[config.mk]
export PLATFORM = sky130hd
export DESIGN_NAME = int32_to_float32_converter_flat
export DESIGN_NICKNAME = d
export VERILOG_FILES = /design/src/rtl/i2f_pkg.sv /design/src/rtl/i2f_in_if.sv /design/src/rtl/i2f_out_if.sv /design/src/rtl/i2f_sgnmag.sv /design/src/rtl/i2f_norm.sv /design/src/rtl/i2f_round.sv /design/src/rtl/int32_to_float32_converter.sv /design/src/flat_wrapper.sv
export SDC_FILE = /design/constraint.sdc
export NUM_CORES = 1
export LEC_CHECK = 0
export CAP_MARGIN = 20
export CELL_PAD_IN_SITES_DETAIL_PLACEMENT = 0
export CELL_PAD_IN_SITES_GLOBAL_PLACEMENT = 1
export CORE_MARGIN = 4
export CORE_UTILIZATION = 46
export DETAILED_ROUTE_END_ITERATION = 6
export DONT_BUFFER_PORTS = 1
export PLACE_DENSITY_LB_ADDON = 0.1
export SLEW_MARGIN = 20
export SYNTH_ARGS = -nofsm -noshare
export SYNTH_HDL_FRONTEND = slang
export SYNTH_SLANG_ARGS = --single-unit
[constraint.sdc]
create_clock -name clk_i -period 2.9 [get_ports clk_i]
set_input_delay 0.29 -clock clk_i [delete_from_list [all_inputs] [get_ports clk_i]]
set_output_delay 0.29 -clock clk_i [all_outputs]
set_load 0.05 [all_outputs]
[src/rtl/i2f_pkg.sv]
// ----------------------------------------------------------------------------
// i2f_pkg: shared types and constants of the integer to float converter
// Field widths, IEEE single layout constants and the stage payload structs.
// ----------------------------------------------------------------------------
package i2f_pkg;

  localparam int unsigned IntWidth   = 32;
  localparam int unsigned FloatWidth = 32;
  localparam int unsigned ExpWidth   = 8;
  localparam int unsigned FracWidth  = 23;
  localparam int unsigned PosWidth   = $clog2(IntWidth);

  localparam logic [ExpWidth-1:0] ExpBias = 8'h7F;

  typedef struct packed {
    logic                sign;
    logic                zero;
    logic [IntWidth-1:0] mag;
  } sgnmag_t;

  typedef struct packed {
    logic                sign;
    logic                zero;
    logic [ExpWidth-1:0] expo;
    logic [IntWidth-1:0] mant;
  } norm_t;

endpackage

[src/rtl/i2f_in_if.sv]
// ----------------------------------------------------------------------------
// i2f_in_if: input channel of the converter
// Valid/ready channel carrying one signed integer per beat.
// ----------------------------------------------------------------------------
interface i2f_in_if
  import i2f_pkg::*;
  ();
  logic                       valid;
  logic                       ready;
  logic signed [IntWidth-1:0] int_value;

  modport source (output valid, output int_value, input ready);
  modport sink   (input valid, input int_value, output ready);
endinterface

[src/rtl/i2f_out_if.sv]
// ----------------------------------------------------------------------------
// i2f_out_if: output channel of the converter
// Valid/ready channel carrying one IEEE single bit pattern per beat.
// ----------------------------------------------------------------------------
interface i2f_out_if
  import i2f_pkg::*;
  ();
  logic                  valid;
  logic                  ready;
  logic [FloatWidth-1:0] float_word;

  modport source (output valid, output float_word, input ready);
  modport sink   (input valid, input float_word, output ready);
endinterface

[src/rtl/i2f_sgnmag.sv]
// ----------------------------------------------------------------------------
// i2f_sgnmag: sign and magnitude stage
// Splits the two's complement input into sign, zero flag and magnitude.
// ----------------------------------------------------------------------------
module i2f_sgnmag
  import i2f_pkg::*;
(
  input  logic                       clk_i,
  input  logic                       rst_ni,
  input  logic                       valid_i,
  output logic                       ready_o,
  input  logic signed [IntWidth-1:0] int_value_i,
  output logic                       valid_o,
  input  logic                       ready_i,
  output sgnmag_t                    data_o
);

  logic    valid_q;
  sgnmag_t data_d, data_q;

  always_comb begin
    data_d.sign = int_value_i[IntWidth-1];
    data_d.zero = (int_value_i == '0);
    data_d.mag  = data_d.sign ? (~int_value_i + 1'b1) : int_value_i;
  end

  assign ready_o = !valid_q || ready_i;

  always_ff @(posedge clk_i or negedge rst_ni) begin
    if (!rst_ni) begin
      valid_q <= 1'b0;
    end else if (ready_o) begin
      valid_q <= valid_i;
    end
  end

  always_ff @(posedge clk_i) begin
    if (valid_i && ready_o) begin
      data_q <= data_d;
    end
  end

  assign valid_o = valid_q;
  assign data_o  = data_q;

endmodule

[src/rtl/i2f_norm.sv]
// ----------------------------------------------------------------------------
// i2f_norm: normalize stage
// Finds the leading one, forms the biased exponent and left-aligns the
// magnitude so that its leading one sits in the top bit.
// ----------------------------------------------------------------------------
module i2f_norm
  import i2f_pkg::*;
(
  input  logic    clk_i,
  input  logic    rst_ni,
  input  logic    valid_i,
  output logic    ready_o,
  input  sgnmag_t data_i,
  output logic    valid_o,
  input  logic    ready_i,
  output norm_t   data_o
);

  logic                valid_q;
  norm_t               data_d, data_q;
  logic [PosWidth-1:0] lead;
  logic [PosWidth-1:0] shamt;

  always_comb begin
    lead = '0;
    for (int i = 0; i < IntWidth; i++) begin
      if (data_i.mag[i]) begin
        lead = PosWidth'(i);
      end
    end
    shamt       = PosWidth'(IntWidth - 1) - lead;
    data_d.sign = data_i.sign;
    data_d.zero = data_i.zero;
    data_d.expo = ExpBias + ExpWidth'(lead);
    data_d.mant = data_i.mag << shamt;
  end

  assign ready_o = !valid_q || ready_i;

  always_ff @(posedge clk_i or negedge rst_ni) begin
    if (!rst_ni) begin
      valid_q <= 1'b0;
    end else if (ready_o) begin
      valid_q <= valid_i;
    end
  end

  always_ff @(posedge clk_i) begin
    if (valid_i && ready_o) begin
      data_q <= data_d;
    end
  end

  assign valid_o = valid_q;
  assign data_o  = data_q;

endmodule

[src/rtl/i2f_round.sv]
// ----------------------------------------------------------------------------
// i2f_round: round and pack stage
// Rounds the aligned mantissa to nearest, ties to even, lets the carry
// ripple into the exponent and packs the IEEE single word.
// ----------------------------------------------------------------------------
module i2f_round
  import i2f_pkg::*;
(
  input  logic                  clk_i,
  input  logic                  rst_ni,
  input  logic                  valid_i,
  output logic                  ready_o,
  input  norm_t                 data_i,
  output logic                  valid_o,
  input  logic                  ready_i,
  output logic [FloatWidth-1:0] float_word_o
);

  localparam int unsigned DropBits = IntWidth - FracWidth - 1;

  logic                            valid_q;
  logic [FloatWidth-1:0]           word_d, word_q;
  logic [FracWidth-1:0]            frac;
  logic                            guard;
  logic                            sticky;
  logic                            round_up;
  logic [ExpWidth+FracWidth-1:0]   body;

  always_comb begin
    frac     = data_i.mant[IntWidth-2 -: FracWidth];
    guard    = data_i.mant[DropBits-1];
    sticky   = |data_i.mant[DropBits-2:0];
    round_up = guard && (sticky || frac[0]);
    body     = {data_i.expo, frac} + (ExpWidth+FracWidth)'(round_up);
    word_d   = data_i.zero ? '0 : {data_i.sign, body};
  end

  assign ready_o = !valid_q || ready_i;

  always_ff @(posedge clk_i or negedge rst_ni) begin
    if (!rst_ni) begin
      valid_q <= 1'b0;
    end else if (ready_o) begin
      valid_q <= valid_i;
    end
  end

  always_ff @(posedge clk_i) begin
    if (valid_i && ready_o) begin
      word_q <= word_d;
    end
  end

  assign valid_o      = valid_q;
  assign float_word_o = word_q;

endmodule

[src/rtl/int32_to_float32_converter.sv]
// ----------------------------------------------------------------------------
// int32_to_float32_converter: signed 32-bit integer to IEEE single precision
// Converts each input beat to the nearest single-precision value, rounding
// to nearest with ties to even. Zero gives positive zero; the most negative
// integer gives 0xCF000000. There are three register stages (sign/magnitude,
// leading one detect and normalize, round and pack), and the block takes one
// beat every cycle while the output is not stalled.
// Each stage holds its own valid bit and ready, so a stall at the output
// backs up stage by stage without losing or repeating a beat.
// ----------------------------------------------------------------------------
module int32_to_float32_converter
  import i2f_pkg::*;
(
  input  logic clk_i,
  input  logic rst_ni,
  i2f_in_if.sink    in_i,
  i2f_out_if.source out_o
);

  logic    s1_valid, s1_ready;
  sgnmag_t s1_data;
  logic    s2_valid, s2_ready;
  norm_t   s2_data;

  i2f_sgnmag u_sgnmag (
    .clk_i       (clk_i),
    .rst_ni      (rst_ni),
    .valid_i     (in_i.valid),
    .ready_o     (in_i.ready),
    .int_value_i (in_i.int_value),
    .valid_o     (s1_valid),
    .ready_i     (s1_ready),
    .data_o      (s1_data)
  );

  i2f_norm u_norm (
    .clk_i   (clk_i),
    .rst_ni  (rst_ni),
    .valid_i (s1_valid),
    .ready_o (s1_ready),
    .data_i  (s1_data),
    .valid_o (s2_valid),
    .ready_i (s2_ready),
    .data_o  (s2_data)
  );

  i2f_round u_round (
    .clk_i        (clk_i),
    .rst_ni       (rst_ni),
    .valid_i      (s2_valid),
    .ready_o      (s2_ready),
    .data_i       (s2_data),
    .valid_o      (out_o.valid),
    .ready_i      (out_o.ready),
    .float_word_o (out_o.float_word)
  );

endmodule
[src/flat_wrapper.sv]
// flat-port wrapper written by rule: the top's interface ports become plain ports
module int32_to_float32_converter_flat import i2f_pkg::*;
  (clk_i, rst_ni, in_i_valid, in_i_int_value, in_i_ready, out_o_valid, out_o_float_word, out_o_ready);
  i2f_in_if in_i_i ();
  i2f_out_if out_o_i ();
  input  logic clk_i;
  input  logic rst_ni;
  input wire logic [$bits(in_i_i.valid)-1:0] in_i_valid;
  input wire logic [$bits(in_i_i.int_value)-1:0] in_i_int_value;
  output wire logic [$bits(in_i_i.ready)-1:0] in_i_ready;
  output wire logic [$bits(out_o_i.valid)-1:0] out_o_valid;
  output wire logic [$bits(out_o_i.float_word)-1:0] out_o_float_word;
  input wire logic [$bits(out_o_i.ready)-1:0] out_o_ready;
  assign in_i_i.valid = in_i_valid;
  assign in_i_i.int_value = in_i_int_value;
  assign in_i_ready = in_i_i.ready;
  assign out_o_valid = out_o_i.valid;
  assign out_o_float_word = out_o_i.float_word;
  assign out_o_i.ready = out_o_ready;
  int32_to_float32_converter u_core (.clk_i(clk_i), .rst_ni(rst_ni), .in_i(in_i_i), .out_o(out_o_i));
endmodule
==> impl_metrics.json <==
{
  "p_comb_frac": 0.256,
  "htreeDepth": 3,
  "tritoncts": "built",
  "mostFrequentLayoutCell": "buf_4",
  "first_iter_violations": 440,
  "ys_seq_area_frac": 0.4654,
  "via_count": 5888,
  "finalSetupViolCount": 1,
  "critPathKind": "register to register",
  "p_switching_mw": 1.583,
  "core_sq_um": 15150,
  "layout-drive-gt1-share": 0.2898,
  "dr.pass1.iters": 5,
  "slew_violations": 0,
  "yosys.area.top_type_share": 0.4548,
  "port_buffers": 0,
  "fillers": 1258,
  "cts_buffer_depth": 2,
  "worst_pin_slew_ps": 1005,
  "final.min_clock_period_ps": 2901,
  "p_leak_nw": 3.269,
  "reg2reg_depth": 8,
  "area_delta_synth_final_pct": 26.42,
  "die_x_um": 131.9,
  "wire_per_inst_um": 19.27,
  "drc_errors": 0,
  "min_path_type": "primary input to register",
  "grt_pass1_wl_um": 29910,
  "post-route-period-util": 1.000,
  "seqPwrFrac": 0.463,
  "grt_max_degree": 42,
  "use_met3": 0.02634,
  "detail-route-antenna-nets": 0,
  "pwr_density_cell_nw_per_um2": 566.1,
  "synth_warnings": 0,
  "rows": 45,
  "async_flop_share": 0.02727,
  "grt_setup_unrepaired": "true",
  "grt.busiest_layer": "met2",
  "tns_ps": -1.207,
  "nNetsFinal": 846,
  "synth_seq_cells": 110,
  "status": "finished with violations",
  "hp-start": "in_i_int_value[0]",
  "path_clk_slew_ps": 80,
  "cp-endpoint": "u_core.u_norm.data_o[27]",
  "die_y_um": 131.9,
  "cp.required_ps": 2970,
  "crit_path_start": "u_core.u_sgnmag.data_o[16]",
  "diodes": 0,
  "synth_top_cell_by_area": "edfxtp_1",
  "routed_wl_um": 19250,
  "dieArea_sq_um": 17410,
  "final_cell_mix": "118 x buf_4, 107 x edfxtp_1, 65 x nor2_1, 51 x nand2_1, 39 x xnor2_1",
  "clockRootBuffer": "clkbuf_16",
  "fin_skew_ps": 10.25,
  "violations": "negative setup slack",
  "insertion_delay_ps": 360,
  "grt_util_met1": 0.2721,
  "syn_nets": 741,
  "path_max_fanout": 10,
  "synth_edf_count": 107,
  "place_area_sq_um": 7993,
  "ir_worst_vdd_uv": 314.3,
  "antenna_found_initial": 0,
  "finalHoldViolCount": 0,
  "syn_avg_cell_area_sq_um": 10.06,
  "setup_ws_ps": -1.207,
  "synthesis.area_sq_um": 7066,
  "max_slew_margin": 0.3300,
  "synth.distinct_cells": 78,
  "finalInstanceArea_sq_um": 8932,
  "grt_pass1_vias": 5723,
  "dp_hpwl_um": 14750,
  "fin_cells": 999,
  "rr_startpoint": "u_core.u_sgnmag.data_o[16]",
  "io_pins": 70,
  "pwr-share-clk": 0.281,
  "syn_inst": 702,
  "end_kind": "register",
  "use_met2": 0.3694,
  "r2r_setup_slack_ps": -1,
  "cts_sinks": 110,
  "synth-main-ff-cell": "edfxtp_1",
  "cts_buffers": 9,
  "post-place-cells": 961,
  "place.gp.congestion": 0.9327,
  "regToRegEndpoint": "u_core.u_norm.data_o[27]",
  "start_kind": "register",
  "grt.total_usage": 0.2132,
  "max_freq_ghz": 0.3447,
  "viasPerCell": 5.894,
  "power.total_mw": 5.057,
  "start_util": 0.4665,
  "worst_ep_arrival_time_ps": 2970,
  "synth_top_cells_by_area": "edfxtp_1 45%, mux2i_1 5.0%, xnor2_1 4.8%, nor2_1 3.6%, nand2_1 2.7%",
  "max_cap_viol_count": 0,
  "swShare": 0.3130,
  "internal_power_mw": 3.474,
  "grt-ovfl-total": 0
}
through the flow:
| step | worst slack (ps) | hold WS, ps | util |
|---|---|---|---|
| floorplan | 130.4 | -5.591 | - |
| global placement | -93.49 | -5.526 | 0.5277 |
| detailed placement | -209.7 | -5.493 | 0.5277 |
| CTS | -10.22 | 15.30 | 0.5566 |
| global route | -98.47 | 15.65 | 0.5898 |
| finish | -1.207 | 23.06 | 0.5898 |
cells in the mapped netlist (14+ instances only):
cell type,number
xnor2_1,39
nand2b_1,14
a21oi_1,29
clkbuf_1,23
o21ai_0,33
mux2i_1,35
nand2_1,51
inv_1,14
edfxtp_1,107
xor2_1,16
nor2_1,68
nor3_1,16
nand3_1,38
or3_1,17
worst min path at each step:
stage	to	slack [ps]	depth (start not counted)
2_1_floorplan	u_core.u_norm.valid_o	-6	0
3_3_place_gp	u_core.u_sgnmag.valid_o	-6	0
3_5_place_dp	u_core.u_norm.valid_o	-5	0
4_1_cts	u_core.u_sgnmag.data_o[0]	20	0
5_1_grt	u_core.u_sgnmag.data_o[0]	20	0
6_report	u_core.u_sgnmag.data_o[0]	20	0
critical path, cell delays in order (launching register included):
cell	delay, ps
edfxtp_1	420
or4_4	570
a21oi_4	250
a21o_4	200
clkbuf_16	170
mux2i_1	340
a2111oi_0	170
o32ai_1	320
o221ai_1	180
metal layers:
metal / wire length, um / vias up
met4: 607 / 0
met3: 720 / 49
met2: 9689 / 181
li1: - / 2862
met1: 8229 / 2796
met5: 0 / -
what timing repair did:
action	CTS	global route
hold buffers	1	0
setup buffers	5	16
resized for setup	10	79
gates cloned	0	2
hold endpoints to repair	3	0
pin swaps	4	18
setup endpoints to repair	17	25
sequential cells by signal, summed over array words and instances (netlist names):
| name | flops |
|---|---|
| u_core.u_round.float_word_o | 32 |
| u_core.u_norm.valid_o | 1 |
| u_core.u_sgnmag.data_o | 34 |
| u_core.u_round.valid_o | 1 |
| u_core.u_sgnmag.valid_o | 1 |
| u_core.u_norm.data_o | 41 |
power groups by stage:
stage               Combinational (mW)  Sequential, mW  Clock [mW]
detailed placement                1.11            2.37           0
global placement                  1.11            2.36           0
finish                            1.29            2.34        1.42
CTS                               1.14            2.33        1.45
floorplan                        0.696            2.33           0
global route                      1.40            2.36        1.51
final cells by class:
cell class / instances / area (sq um) / area share
Sequential cell: 110 / 3288 / 0.3681
Tap cell: 188 / 235.2 / 0.02633
Inverter: 16 / 67.56 / 0.007564
Clock buffer: 9 / 225.2 / 0.02521
Multi-Input combinational cell: 535 / 3844 / 0.4303
Timing Repair Buffer: 135 / 1156 / 0.1294
Clock inverter: 6 / 116.4 / 0.01303
logic make-up after synthesis:
kind of cell             share of synthesized area
flip-flops                                  0.4654
buffers and inverters                      0.03843
AND/OR/NAND/NOR                             0.1905
adder cells (fa/ha/maj)                   0.005313
multiplexers                               0.07473
XOR/XNOR                                   0.06818
AO/OA/AOI/OAI                               0.1574
(Power assumes the default switching activity.)
